===== config.mk =====
export PLATFORM = sky130hd
export DESIGN_NAME = sliding_log_rate_limiter
export DESIGN_NICKNAME = d
export VERILOG_FILES = /design/src/rtl/slr_pkg.sv /design/src/rtl/sliding_log_rate_limiter.sv
export SDC_FILE = /design/constraint.sdc
export NUM_CORES = 1
export LEC_CHECK = 0
export ABC_AREA = 1
export BUFFER_PORTS_ARGS = -buffer_cell sky130_fd_sc_hd__buf_2
export CAP_MARGIN = 20
export CORE_ASPECT_RATIO = 1.25
export CORE_MARGIN = 2
export CORE_UTILIZATION = 45
export DETAILED_ROUTE_END_ITERATION = 8
export GPL_TIMING_DRIVEN = 0
export PLACE_DENSITY_LB_ADDON = 0.25
export SLEW_MARGIN = 20
export SYNTH_ARGS = -nofsm -noshare
export SYNTH_HDL_FRONTEND = slang
export SYNTH_SLANG_ARGS = --single-unit
export TNS_END_PERCENT = 30

===== constraint.sdc =====
create_clock -name aclk -period 9.4 [get_ports aclk]
set_clock_uncertainty 0.05 [all_clocks]
set_input_delay 0.94 -clock aclk [delete_from_list [all_inputs] [get_ports aclk]]
set_output_delay 0.94 -clock aclk [all_outputs]
set_load 0.02 [all_outputs]

===== src/rtl/slr_pkg.sv =====
// ----------------------------------------------------------------------------
// slr_pkg
// shared constants and codes of the sliding log rate limiter
// ----------------------------------------------------------------------------
package slr_pkg;

    localparam int SLOTS_DEFAULT = 8;

    localparam int TS_W      = 32;
    localparam int LEN_W     = 13;
    localparam int WINDOW_W  = 31;
    localparam int LIMIT_W   = 4;
    localparam int VERDICT_W = 2;
    localparam int COUNT_W   = 4;

    localparam int S_TDATA_W = 48;
    localparam int S_TUSER_W = 2;
    localparam int M_TDATA_W = 8;
    localparam int M_TUSER_W = 2;

    localparam int CFG_INDEX_W = 2;
    localparam int CFG_DATA_W  = 31;

    typedef logic [VERDICT_W-1:0] verdict_t;

    localparam verdict_t VERDICT_FORWARD      = 2'd0;
    localparam verdict_t VERDICT_IGNORED      = 2'd1;
    localparam verdict_t VERDICT_TOO_LONG     = 2'd2;
    localparam verdict_t VERDICT_RATE_LIMITED = 2'd3;

    localparam logic [CFG_INDEX_W-1:0] CFG_WINDOW_TICKS      = 2'd0;
    localparam logic [CFG_INDEX_W-1:0] CFG_MAX_PER_WINDOW    = 2'd1;
    localparam logic [CFG_INDEX_W-1:0] CFG_MAX_MESSAGE_BYTES = 2'd2;

    localparam logic [WINDOW_W-1:0] WINDOW_RESET = 31'd10000;
    localparam logic [LIMIT_W-1:0]  LIMIT_RESET  = 4'd8;
    localparam logic [LEN_W-1:0]    BYTES_RESET  = 13'd1024;

endpackage


===== src/rtl/sliding_log_rate_limiter.sv =====
// ----------------------------------------------------------------------------
// sliding_log_rate_limiter
// admission filter keeping a ring of accepted timestamps in a small memory
// ----------------------------------------------------------------------------
// Input requests arrive on s_tvalid/s_tready: s_tdata carries the timestamp
// and message length, s_tuser the text and control flags. Each request gives
// exactly one result request on m_tvalid/m_tready: m_tuser holds the verdict
// and m_tdata the number of timestamps held afterwards.
// One request is handled at a time. Ignored and over-long messages go from
// acceptance straight to the output stage; checked messages first drop the
// expired stamps, one per cycle, as the oldest stamp is read from the ring
// memory through a registered read port, and then take their verdict.
// The next request is accepted in the cycle after the result is loaded into
// the output register, so a result may still wait while a new request enters.
// If the receiver stalls, the result holds in the output register and a
// following result waits in the sequencer until the register frees.
// Reset (aresetn low, synchronous) empties the ring, restores the register
// defaults and drops any pending result; ring contents need no clearing.
// Configuration writes on cfg_valid/cfg_ready are always taken.
// ----------------------------------------------------------------------------
module sliding_log_rate_limiter #(
    parameter int SLOTS = slr_pkg::SLOTS_DEFAULT
) (
    input  logic                               aclk,
    input  logic                               aresetn,
    // s_tdata: timestamp[31:0], message_length[44:32], zero pad
    input  logic [slr_pkg::S_TDATA_W-1:0]      s_tdata,
    // s_tuser: is_text[0], is_control[1]
    input  logic [slr_pkg::S_TUSER_W-1:0]      s_tuser,
    input  logic                               s_tvalid,
    output logic                               s_tready,
    // m_tdata: in_window[3:0], zero pad
    output logic [slr_pkg::M_TDATA_W-1:0]      m_tdata,
    // m_tuser: verdict[1:0]
    output logic [slr_pkg::M_TUSER_W-1:0]      m_tuser,
    output logic                               m_tvalid,
    input  logic                               m_tready,
    input  logic                               cfg_valid,
    output logic                               cfg_ready,
    input  logic [slr_pkg::CFG_INDEX_W-1:0]    cfg_index,
    input  logic [slr_pkg::CFG_DATA_W-1:0]     cfg_data
);
    import slr_pkg::*;

    localparam int IDX_W = (SLOTS > 1) ? $clog2(SLOTS) : 1;
    localparam int CNT_W = $clog2(SLOTS + 1);
    localparam int CMP_W = (CNT_W > LIMIT_W) ? CNT_W : LIMIT_W;
    localparam int SUM_W = IDX_W + 2;

    localparam logic [1:0] ST_IDLE  = 2'd0;
    localparam logic [1:0] ST_CHECK = 2'd1;
    localparam logic [1:0] ST_OUT   = 2'd2;

    logic [1:0]          state_reg, state_next;
    logic [WINDOW_W-1:0] window_reg;
    logic [LIMIT_W-1:0]  limit_reg;
    logic [LEN_W-1:0]    bytes_reg;
    logic [IDX_W-1:0]    oldest_reg, oldest_next;
    logic [CNT_W-1:0]    held_reg, held_next;
    logic [TS_W-1:0]     ts_reg, ts_next;
    verdict_t            res_verdict_reg, res_verdict_next;
    logic [CNT_W-1:0]    res_count_reg, res_count_next;
    logic                out_valid_reg, out_valid_next;
    verdict_t            out_verdict_reg, out_verdict_next;
    logic [COUNT_W-1:0]  out_count_reg, out_count_next;

    logic [TS_W-1:0]     stamp_mem [SLOTS];
    logic [TS_W-1:0]     rd_data_reg;
    logic                wr_en;
    logic [IDX_W-1:0]    wr_addr;

    logic                in_accept;
    logic [TS_W-1:0]     in_ts;
    logic [LEN_W-1:0]    in_len;
    logic                in_text;
    logic                in_control;
    logic [TS_W-1:0]     age;
    logic                expired;
    logic [SUM_W-1:0]    inc_sum;
    logic [SUM_W-1:0]    tail_sum;
    logic [IDX_W-1:0]    oldest_inc;
    logic [CMP_W-1:0]    held_ext;
    logic [CMP_W-1:0]    limit_ext;
    logic [CMP_W-1:0]    res_count_ext;
    logic                out_free;

    assign in_ts      = s_tdata[TS_W-1:0];
    assign in_len     = s_tdata[TS_W+LEN_W-1:TS_W];
    assign in_text    = s_tuser[0];
    assign in_control = s_tuser[1];

    assign s_tready  = (state_reg == ST_IDLE);
    assign in_accept = s_tvalid && s_tready;
    assign cfg_ready = 1'b1;
    assign out_free  = !out_valid_reg || m_tready;

    // ring pointer arithmetic, modulo the slot count
    always_comb begin
        inc_sum = SUM_W'(oldest_reg) + SUM_W'(1);
        if (inc_sum >= SUM_W'(SLOTS)) begin
            inc_sum = inc_sum - SUM_W'(SLOTS);
        end
        oldest_inc = inc_sum[IDX_W-1:0];
        tail_sum = SUM_W'(oldest_reg) + SUM_W'(held_reg);
        if (tail_sum >= SUM_W'(SLOTS)) begin
            tail_sum = tail_sum - SUM_W'(SLOTS);
        end
        wr_addr = tail_sum[IDX_W-1:0];
    end

    assign age      = ts_reg - rd_data_reg;
    assign expired  = (held_reg != '0) && (age > {1'b0, window_reg});
    assign held_ext = CMP_W'(held_reg);
    assign limit_ext = (CMP_W'(limit_reg) > CMP_W'(SLOTS)) ? CMP_W'(SLOTS)
                                                            : CMP_W'(limit_reg);
    assign res_count_ext = CMP_W'(res_count_reg);

    always_comb begin
        state_next       = state_reg;
        oldest_next      = oldest_reg;
        held_next        = held_reg;
        ts_next          = ts_reg;
        res_verdict_next = res_verdict_reg;
        res_count_next   = res_count_reg;
        out_valid_next   = out_valid_reg && !m_tready;
        out_verdict_next = out_verdict_reg;
        out_count_next   = out_count_reg;
        wr_en            = 1'b0;
        unique case (state_reg)
            ST_IDLE: begin
                if (in_accept) begin
                    ts_next        = in_ts;
                    res_count_next = held_reg;
                    if (!in_text || in_control) begin
                        res_verdict_next = VERDICT_IGNORED;
                        state_next       = ST_OUT;
                    end else if (in_len > bytes_reg) begin
                        res_verdict_next = VERDICT_TOO_LONG;
                        state_next       = ST_OUT;
                    end else begin
                        state_next = ST_CHECK;
                    end
                end
            end
            ST_CHECK: begin
                if (expired) begin
                    // drop the oldest stamp; its successor is read next cycle
                    oldest_next = oldest_inc;
                    held_next   = held_reg - CNT_W'(1);
                end else if (held_ext >= limit_ext) begin
                    res_verdict_next = VERDICT_RATE_LIMITED;
                    res_count_next   = held_reg;
                    state_next       = ST_OUT;
                end else begin
                    wr_en            = 1'b1;
                    held_next        = held_reg + CNT_W'(1);
                    res_verdict_next = VERDICT_FORWARD;
                    res_count_next   = held_reg + CNT_W'(1);
                    state_next       = ST_OUT;
                end
            end
            ST_OUT: begin
                if (out_free) begin
                    out_valid_next   = 1'b1;
                    out_verdict_next = res_verdict_reg;
                    out_count_next   = res_count_ext[COUNT_W-1:0];
                    state_next       = ST_IDLE;
                end
            end
            default: begin
                state_next = ST_IDLE;
            end
        endcase
    end

    // ring memory: one write port, one registered read at the next oldest slot
    always_ff @(posedge aclk) begin
        if (wr_en) begin
            stamp_mem[wr_addr] <= ts_reg;
        end
        rd_data_reg <= stamp_mem[oldest_next];
    end

    always_ff @(posedge aclk) begin
        if (!aresetn) begin
            state_reg     <= ST_IDLE;
            oldest_reg    <= '0;
            held_reg      <= '0;
            out_valid_reg <= 1'b0;
            window_reg    <= WINDOW_RESET;
            limit_reg     <= LIMIT_RESET;
            bytes_reg     <= BYTES_RESET;
        end else begin
            state_reg     <= state_next;
            oldest_reg    <= oldest_next;
            held_reg      <= held_next;
            out_valid_reg <= out_valid_next;
            if (cfg_valid && cfg_ready) begin
                unique case (cfg_index)
                    CFG_WINDOW_TICKS:      window_reg <= cfg_data[WINDOW_W-1:0];
                    CFG_MAX_PER_WINDOW:    limit_reg  <= cfg_data[LIMIT_W-1:0];
                    CFG_MAX_MESSAGE_BYTES: bytes_reg  <= cfg_data[LEN_W-1:0];
                    default: begin
                    end
                endcase
            end
        end
    end

    always_ff @(posedge aclk) begin
        ts_reg          <= ts_next;
        res_verdict_reg <= res_verdict_next;
        res_count_reg   <= res_count_next;
        out_verdict_reg <= out_verdict_next;
        out_count_reg   <= out_count_next;
    end

    assign m_tvalid = out_valid_reg;
    assign m_tuser  = out_verdict_reg;
    assign m_tdata  = {{(M_TDATA_W-COUNT_W){1'b0}}, out_count_reg};

endmodule


## Word level (Yosys, flattened, before mapping)

Memory sizes are Yosys's and may differ from the RTL's. A register that Yosys moved wholly into a read port is not among the register bits.
Cells that the tools add are included.

| operators by class | value |
|---|---|
| reductions and logical operators | 20 |
| equality and inequality tests | 8 |
| order comparisons | 6 |
| multiplexer cells | 29 |
| add/subtract/negate cells | 7 |

Operators with widths:

| kind | number |
|---|---|
| greater-than comparator 32 x 31 -> 1 bit | 1 |
| subtractor 32 bit | 1 |
| two-way mux 2 bit | 10 |
| two-way mux 4 bit | 5 |
| greater-than comparator 13 bit | 1 |
| two-way mux 3 bit | 4 |
| AND reduction 2 bit | 5 |
| case mux 4 bit (2 select lines) | 1 |
| two-way mux 1 bit | 7 |
| case mux 2 bit (3 select lines) | 1 |
| AND reduction 3 bit | 2 |
| subtractor 3 x 1 -> 3 bit, second input constant | 2 |
| adder 3 x 4 -> 5 bit | 1 |
| >= comparator 5 x 4 -> 1 bit, second input constant | 1 |
| adder 3 x 1 -> 4 bit, second input constant | 1 |
| adder 4 x 1 -> 4 bit, second input constant | 1 |
| equality test 2 x 1 -> 1 bit, second input constant | 2 |
| equality test 2 bit, second input constant | 2 |
| >= comparator 4 bit | 1 |
| >= comparator 4 bit, second input constant | 1 |
| greater-than comparator 4 bit, second input constant | 1 |
| logical NOT 2 bit | 2 |
| inequality test 2 bit, second input constant | 2 |
| case mux 2 bit (2 select lines) | 1 |
| 9 further kinds | 14 |

| storage, ports and cells | value |
|---|---|
| output and inout port bits | 13 |
| memories | 1 |
| bits of input ports | 88 |
| word-level logic and storage cells | 83 |
| memory bits (writable) | 256 |
| register bits | 102 |

Memories:

| name | words | width | read ports | clocked after Yosys merged registers in | write ports | RTL line | RTL |
|---|---|---|---|---|---|---|---|
| stamp_mem | 8 | 32 | 1 | 1 | 1 | sliding_log_rate_limiter.sv:67 | `logic [TS_W-1:0] stamp_mem [SLOTS];` |

## Depth between registers and ports, before layout

Gate-level depths: netlist (run 1).

| logic depth | value |
|---|---|
| word-level depth | 8 |
| depth in mapped cells | 39 |
| depth with buffers taken out | 37 |

## Worst setup path before layout (run 1)

No wires, ideal clock.

| timing path | value |
|---|---|
| kind | register to register |
| start point | register ts_reg[0] |
| end point | memory stamp_mem[0][0], enable pin |
| path buffers | 0 |
| path slack | 3.696 ns |
| arrival | 5.233 ns |
| cell stages (with the launch flop) | 32 |
| data required time | 8.929 ns |
| cells stage by stage | edfxtp_1 > inv_1 > ha_1 > inv_1 > fa_1 > nand3_1 > nand2_1 > nand2_1 > nand2_1 > a21boi_0 > o21ai_1 > a21oi_1 > o21ai_1 > a21oi_1 > o21ai_1 > xor2_1 > ha_1 > inv_1 > nor3_1 > a211oi_1 > nand2_1 > nand2_1 > nand2_1 > nand2_1 > nand2_1 > nand2_1 > nand2_2 > nand2_1 > inv_1 > nor2_1 > nand2_1 > nor2_1 |

| on the way | value |
|---|---|
| longest elaborated chain between the ends | 7 |

Ends and longest elaborated chain:

| element | RTL line | RTL |
|---|---|---|
| start, declared | sliding_log_rate_limiter.sv:60 | `logic [TS_W-1:0] ts_reg, ts_next;` |
| start signal, assigned | sliding_log_rate_limiter.sv:211 | `ts_reg <= ts_next;` |
| subtractor 32 bit | sliding_log_rate_limiter.sv:111 | `assign age = ts_reg - rd_data_reg;` |
| greater-than comparator 32 x 31 -> 1 bit | sliding_log_rate_limiter.sv:112 | `assign expired = (held_reg != '0) && (age > {1'b0, window_reg});` |
| logical AND 1 bit | sliding_log_rate_limiter.sv:112 |  |
| two-way mux 1 bit | sliding_log_rate_limiter.sv:146 | `if (expired) begin` |
| two-way mux 1 bit | sliding_log_rate_limiter.sv:129 | `unique case (state_reg)` |
| two-way mux 1 bit | sliding_log_rate_limiter.sv:178 | `if (wr_en) begin` |
| two-way mux 1 bit (implied by the code) | sliding_log_rate_limiter.sv:179 | `stamp_mem[wr_addr] <= ts_reg;` |
| end, declared | sliding_log_rate_limiter.sv:67 |  |

No other way between the ends.

## Worst setup path after layout (run 1)

| timing path | value |
|---|---|
| start point | register ts_reg[0] |
| end point | memory stamp_mem[1][19], enable pin |

The elaborated chain is that of the path after synthesis.

==> out/results.tsv, run 1 <==
metric	value	unit
status	finished clean	
number of violations reported at the end of detailed-routing iteration 0	926	
hold_buf cts	0	
CTS H-Tree Depth	2	
post-CTS setup buffer count	0	
CTS tree	done	
area leader, netlist	edfxtp_1	
synthesis warning total	0	
Core Rows	83	
setup violators final	0	
unrepaired setup endpoints after global routing	false	
routed via count divided by cell count	5.08	
wire length of the first global-routing pass	69800	um
Post-DP HPWL	32500	um
final critical-path required period	6.27	ns
internal power of the cells	2920	uW
largest cells by area after synthesis	edfxtp_1, dfxtp_1, nand2_1	
Synth top cells by count	nand2_1, inv_1, edfxtp_1	
clock share of power	41.6	%
Post-synth EDFFs	300	
Lkg Pwr	0.00953	uW
Synth Cell Area	18600	um2
DRC violation count after routing	0	
Bufs on Longest Clock Path	3	
maximum vdd ir drop	0.117	mV
largest net degree at the start of global routing	24	
sw power	861	uW
max capacitance violation total	0	
GRT overflow	0	
FF+latch count, synth	390	
antenna violations before repair	0	
number of fill cells in the layout	3666	
number of instances in the synthesized netlist	1924	
CTS Buf Count	41	
Most Frequent Cell on Critical Path	nand2_1	
kind of critical path	register to register	
clock-pin transition on the worst setup and hold timing paths	0.06	ns
total power divided by cell area	176	nW/um2
number of nets with antenna violations after routing	0	
slowest library cell on the worst path	nor2_4	
average wire length per cell after detail routing	17.0	um
final WL	45100	um
async set or reset register ratio after synthesis	0	%
proportion of power drawn by combinational gates	7.2	%
relative area change from synthesis to final layout	15.5	%
dominant cell by count in the synthesized netlist	nand2_1	
Max Freq	0.159	GHz
I/O pin cnt	101	
RePlAce Congestion	0.852	
via count of the first global-routing pass	13122	
flip-flop count of the largest register after layout	256	
Flop pwr share	51.2	%
Tot Pwr	3780	uW
Skew-Pair Late Insertion Delay	0.55	ns
worst endpoint required time	9.60	ns
CTS Root Buffer Type	clkbuf_16	
category of cells accounting for the largest share of critical-path delay	simple AND/OR/NAND/NOR gates	
buffers added on ports	92	
worst-case headroom to the max-slew limit	47.9	%
Initial Utilization	45.4	%
diode count	0	
proportion of total power due to net switching	22.8	%
endpoint kind of the worst setup timing path	register	
Vias	13508	
share of cells above drive strength 1	11.8	%
count of TritonRoute iterations in the first routing pass	6	
aggregate negative setup slack	0	ns
sequential fraction of the synthesis area	58.2	%
Die Outline Area	43000	um2
floorplan core area	40900	um2
Hold Path Class	register to register	
mean post-synth cell area	9.66	um2
GR Util All Layers	21.2	%
crit path buf inv count	5	
total number of nets in the final design	2249	
Worst Setup Start Kind	register	
transition at the pin with the smallest max-transition slack	0.778	ns
Horiz. Die Dim	186	um
number of clock sinks	390	
fraction of post-synthesis cell area in the top cell type by area	48.5	%
number of hold-slack violations in the final timing report	0	
critical path fanouts, max	20	
number of pins exceeding their max-slew limit in the final report	0	
y dimension of the die	231	um
post-route fraction of the period consumed by the critical path	66.7	%
Worst path max stage delay	0.58	ns
number of gates resized after cts	0	
WP data arrival	6.47	ns
most used flip-flop cell after synthesis	edfxtp_1	
Distinct cells, synth	42	
power groups by stage:
stage          clock, uW  combinational (uW)  sequential (uW)
6_report            1570                 273             1930
5_1_grt             1670                 312             1940
4_1_cts             1600                 275             1930
3_5_place_dp           0                 274             1970
3_3_place_gp           0                 261             1970
2_1_floorplan          0                 187             1950
per-stage QoR:
stage	utilization [%]	cells	setup WS, ns	hold WS (ns)	cell area (um2)
detailed placement	49.3	2585	3.13	0.355	20200
global route	52.5	2660	2.64	0.372	21500
CTS	52.5	2660	3.08	0.368	21500
floorplan	-	1927	3.70	0.350	18600
finish	52.5	2660	3.13	0.367	21500
global placement	48.3	2571	1.36	0.354	19800
worst paths after layout:
path	from	slack (ns)	cells past startpoint	to
worst min register to register	res_verdict_reg[1]$_DFFE_PP_	0.37	0	m_tuser[1]$_DFFE_PP_
worst max-delay path	ts_reg[0]$_DFFE_PP_	3.13	32	stamp_mem[1][19]$_DFFE_PP_
worst max register to register	ts_reg[0]$_DFFE_PP_	3.13	32	stamp_mem[1][19]$_DFFE_PP_
worst min-delay path	res_verdict_reg[1]$_DFFE_PP_	0.37	0	m_tuser[1]$_DFFE_PP_
layer usage:
layer	global-route usage, %	wire [um]	vias up
met4	8.64	1670	0
met5	0	0	-
met1	26.6	18600	6288
li1	-	-	6640
met3	2.81	2710	109
met2	36.7	22100	471
area by class of cell:
class                           count  area (um2)  share of cell area [%]
Sequential cell                   390       10800                    50.4
Multi-Input combinational cell   1089        6000                    28.0
Inverter                          367        1380                    6.42
Clock buffer                       46        1090                    5.06
Timing Repair Buffer              106         803                    3.74
Tap cell                          552         691                    3.22
Buffer                             81         477                    2.22
Clock inverter                     29         219                    1.02
placed cells by master (no fill, tap or decap), types with 5 or more instances in the layout:
cell,instances
buf_16,9
o21a_1,6
inv_1,365
clkinv_1,13
clkbuf_1,23
buf_6,8
xor2_1,23
a21o_1,5
a21oi_1,101
conb_1,5
xnor2_1,11
buf_2,125
nand3_1,273
edfxtp_1,300
buf_4,19
nor2_1,50
o211ai_1,7
ha_1,83
nand2_1,369
o21ai_0,63
clkbuf_16,43
clkinv_2,6
nand3b_1,33
nor2_4,9
dfxtp_1,90
nor3_1,10
nand4_1,8
kinds of logic (layout without fill, tap and decap cells):
family | count (synthesis) | after routing | share of synthesized area, %
other | 2 | 5 | 0.0404
buffers and inverters | 448 | 629 | 9.98
and+or+nand+nor | 763 | 763 | 18.4
AOI/OAI and AO/OA | 201 | 201 | 5.88
adders and majority gates | 85 | 85 | 5.80
DFF | 390 | 390 | 58.2
xor gates and xnor gates | 35 | 35 | 1.75
(Power assumes the default switching activity.)
==> run 2, diff against run 1 <==
==> constraint.sdc (replaced) <==
create_clock -name aclk -period 6.1 [get_ports aclk]
set_clock_uncertainty 0.05 [all_clocks]
set_input_delay 0.61 -clock aclk [delete_from_list [all_inputs] [get_ports aclk]]
set_output_delay 0.61 -clock aclk [all_outputs]
set_load 0.02 [all_outputs]
==> out/results.tsv, run 2 (synthesized netlist as in run 1, its figures left out) <==
metric	value	unit	change
critical path fanouts, max	17		-15%
wire length of the first global-routing pass	70100	um	+0.39%
Hold Path Class	input pin to register		
Post-DP HPWL	32500	um	unchanged
WP data arrival	5.94	ns	-0.53 ns
number of clock sinks	390		unchanged
kind of critical path	register to register		
number of nets with antenna violations after routing	0		unchanged
Lkg Pwr	0.00959	uW	+0.64%
total non-filler cell area in the finished layout	21600	um2	+0.76%
largest net degree at the start of global routing	24		unchanged
GR Util All Layers	21.3	%	+0.074 points
status	finished clean		
DRC violation count after routing	0		unchanged
buffers added on ports	92		unchanged
relative area change from synthesis to final layout	16.4	%	
routed via count divided by cell count	5.07		-0.18%
instance area after placement	20200	um2	unchanged
number of violations reported at the end of detailed-routing iteration 0	956		+3.2%
highest-count cells in the layout ignoring fill and taps	nand2_1, inv_1, edfxtp_1, nand3_1, buf_2		
Skew-Pair Late Insertion Delay	0.55	ns	about the same
clock-pin transition on the worst setup and hold timing paths	0.06	ns	about the same
commonest non-fill, non-tap cell in the layout	nand2_1		
unrepaired setup endpoints after global routing	true		
RePlAce Congestion	0.852		unchanged
slowest library cell on the worst path	edfxtp_1		
CTS H-Tree Depth	2		unchanged
maximum vdd ir drop	0.179	mV	+53%
final critical-path required period	5.75	ns	-0.525 ns
transition at the pin with the smallest max-transition slack	0.850	ns	+0.0721 ns
y dimension of the die	231	um	unchanged
setup violators final	0		unchanged
reg2reg setup slack	0.35	ns	-2.77 ns
average wire length per cell after detail routing	17.0	um	+0.12%
endpoint kind of the worst setup timing path	register		
Worst path max stage delay	0.54	ns	-0.04 ns
count of TritonRoute iterations in the first routing pass	5		-1
worst-case headroom to the max-slew limit	43.1	%	-4.8 points
Core Rows	83		unchanged
Initial Utilization	45.4	%	unchanged
worst endpoint required time	6.29	ns	-3.31 ns
final WL	45400	um	+0.57%
number of fill cells in the layout	3640		-0.71%
Horiz. Die Dim	186	um	unchanged
CTS tree	done		
post-route fraction of the period consumed by the critical path	94.2	%	+27 points
diode count	0		unchanged
Max Freq	0.174	GHz	+9.1%
CTS Root Buffer Type	clkbuf_16		
Vias	13544		+0.27%
total number of nets in the final design	2261		+0.53%
total power divided by cell area	270	nW/um2	+53%
flip-flop count of the largest register after layout	256		unchanged
share of cells above drive strength 1	12.7	%	+0.92 points
max capacitance violation total	0		unchanged
CTS Buf Count	41		unchanged
Bufs on Longest Clock Path	3		unchanged
Die Outline Area	43000	um2	unchanged
GRT overflow	0		unchanged
I/O pin cnt	101		unchanged
Most Frequent Cell on Critical Path	nand2_1		
antenna violations before repair	0		unchanged
Worst Setup Start Kind	register		
number of pins exceeding their max-slew limit in the final report	0		unchanged
floorplan core area	40900	um2	unchanged
number of hold-slack violations in the final timing report	0		unchanged
via count of the first global-routing pass	13152		+0.23%
Tot Pwr	5830	uW	+54%
## run 2: per-stage QoR
stage | setup TNS, ns | hold WS (ns) | instances | util (%) | setup slack (ns)
floorplan | 0 | 0.350 | 1927 | - | 0.396
global placement | -471.36 | 0.354 | 2571 | 48.3 | -1.94
detailed placement | -11.04 | 0.355 | 2585 | 49.3 | -0.170
CTS | -0.246 | 0.164 | 2664 | 52.6 | -0.0156
global route | -0.0229 | 0.165 | 2672 | 52.9 | -0.0100
finish | 0 | 0.190 | 2672 | 52.9 | 0.354
## run 2: repair_timing
item / 4_1_cts / 5_1_grt
pin swaps: 3 / 4
endpoints found under the setup margin: 156 / 284
resized for setup: 4 / 9
setup buffers: 4 / 8
hold buffers: 0 / 0
## run 2: worst paths after layout
check,start,end,cells past startpoint
min,s_tdata[10],ts_reg[10]$_DFFE_PP_,1
max reg2reg,ts_reg[2]$_DFFE_PP_,stamp_mem[0][25]$_DFFE_PP_,29
min reg2reg,res_verdict_reg[1]$_DFFE_PP_,m_tuser[1]$_DFFE_PP_,0
max,ts_reg[2]$_DFFE_PP_,stamp_mem[0][25]$_DFFE_PP_,29
## run 2: final cells by class
cell class	count	area, um2	share of cell area [%]
timing repair buffer	118	918	4.25
inverter	367	1380	6.37
clock buffer	46	1090	5.03
sequential	390	10800	50.0
buffer	81	479	2.22
tap	552	691	3.19
multi-input combinational	1089	6050	28.0
clock inverter	29	219	1.01
## run 2: where the power goes
part	internal (uW)	switching, uW	leakage [uW]
clock network	1410	1010	0.000629
registers	2920	57.2	0.00347
logic	169	261	0.00550
## run 2: per-layer routing
layer  share of wire (%)  GRT usage (%)  up-vias
li1                    -              -     6658
met1                  41           26.6     6335
met2                  49           36.9      447
met3                 5.9           2.95      104
met4                 3.9           8.64        0
met5                   0              0        -
## run 2: critical path: cells and delay by family, from the launching register on
family,cells,cell delay (ns)
and+or+nand+nor,13,1.45
xor gates and xnor gates,1,0.19
DFF,1,0.54
buffers and inverters,3,0.46
adders and majority gates,2,0.70
AOI/OAI and AO/OA,10,2.00
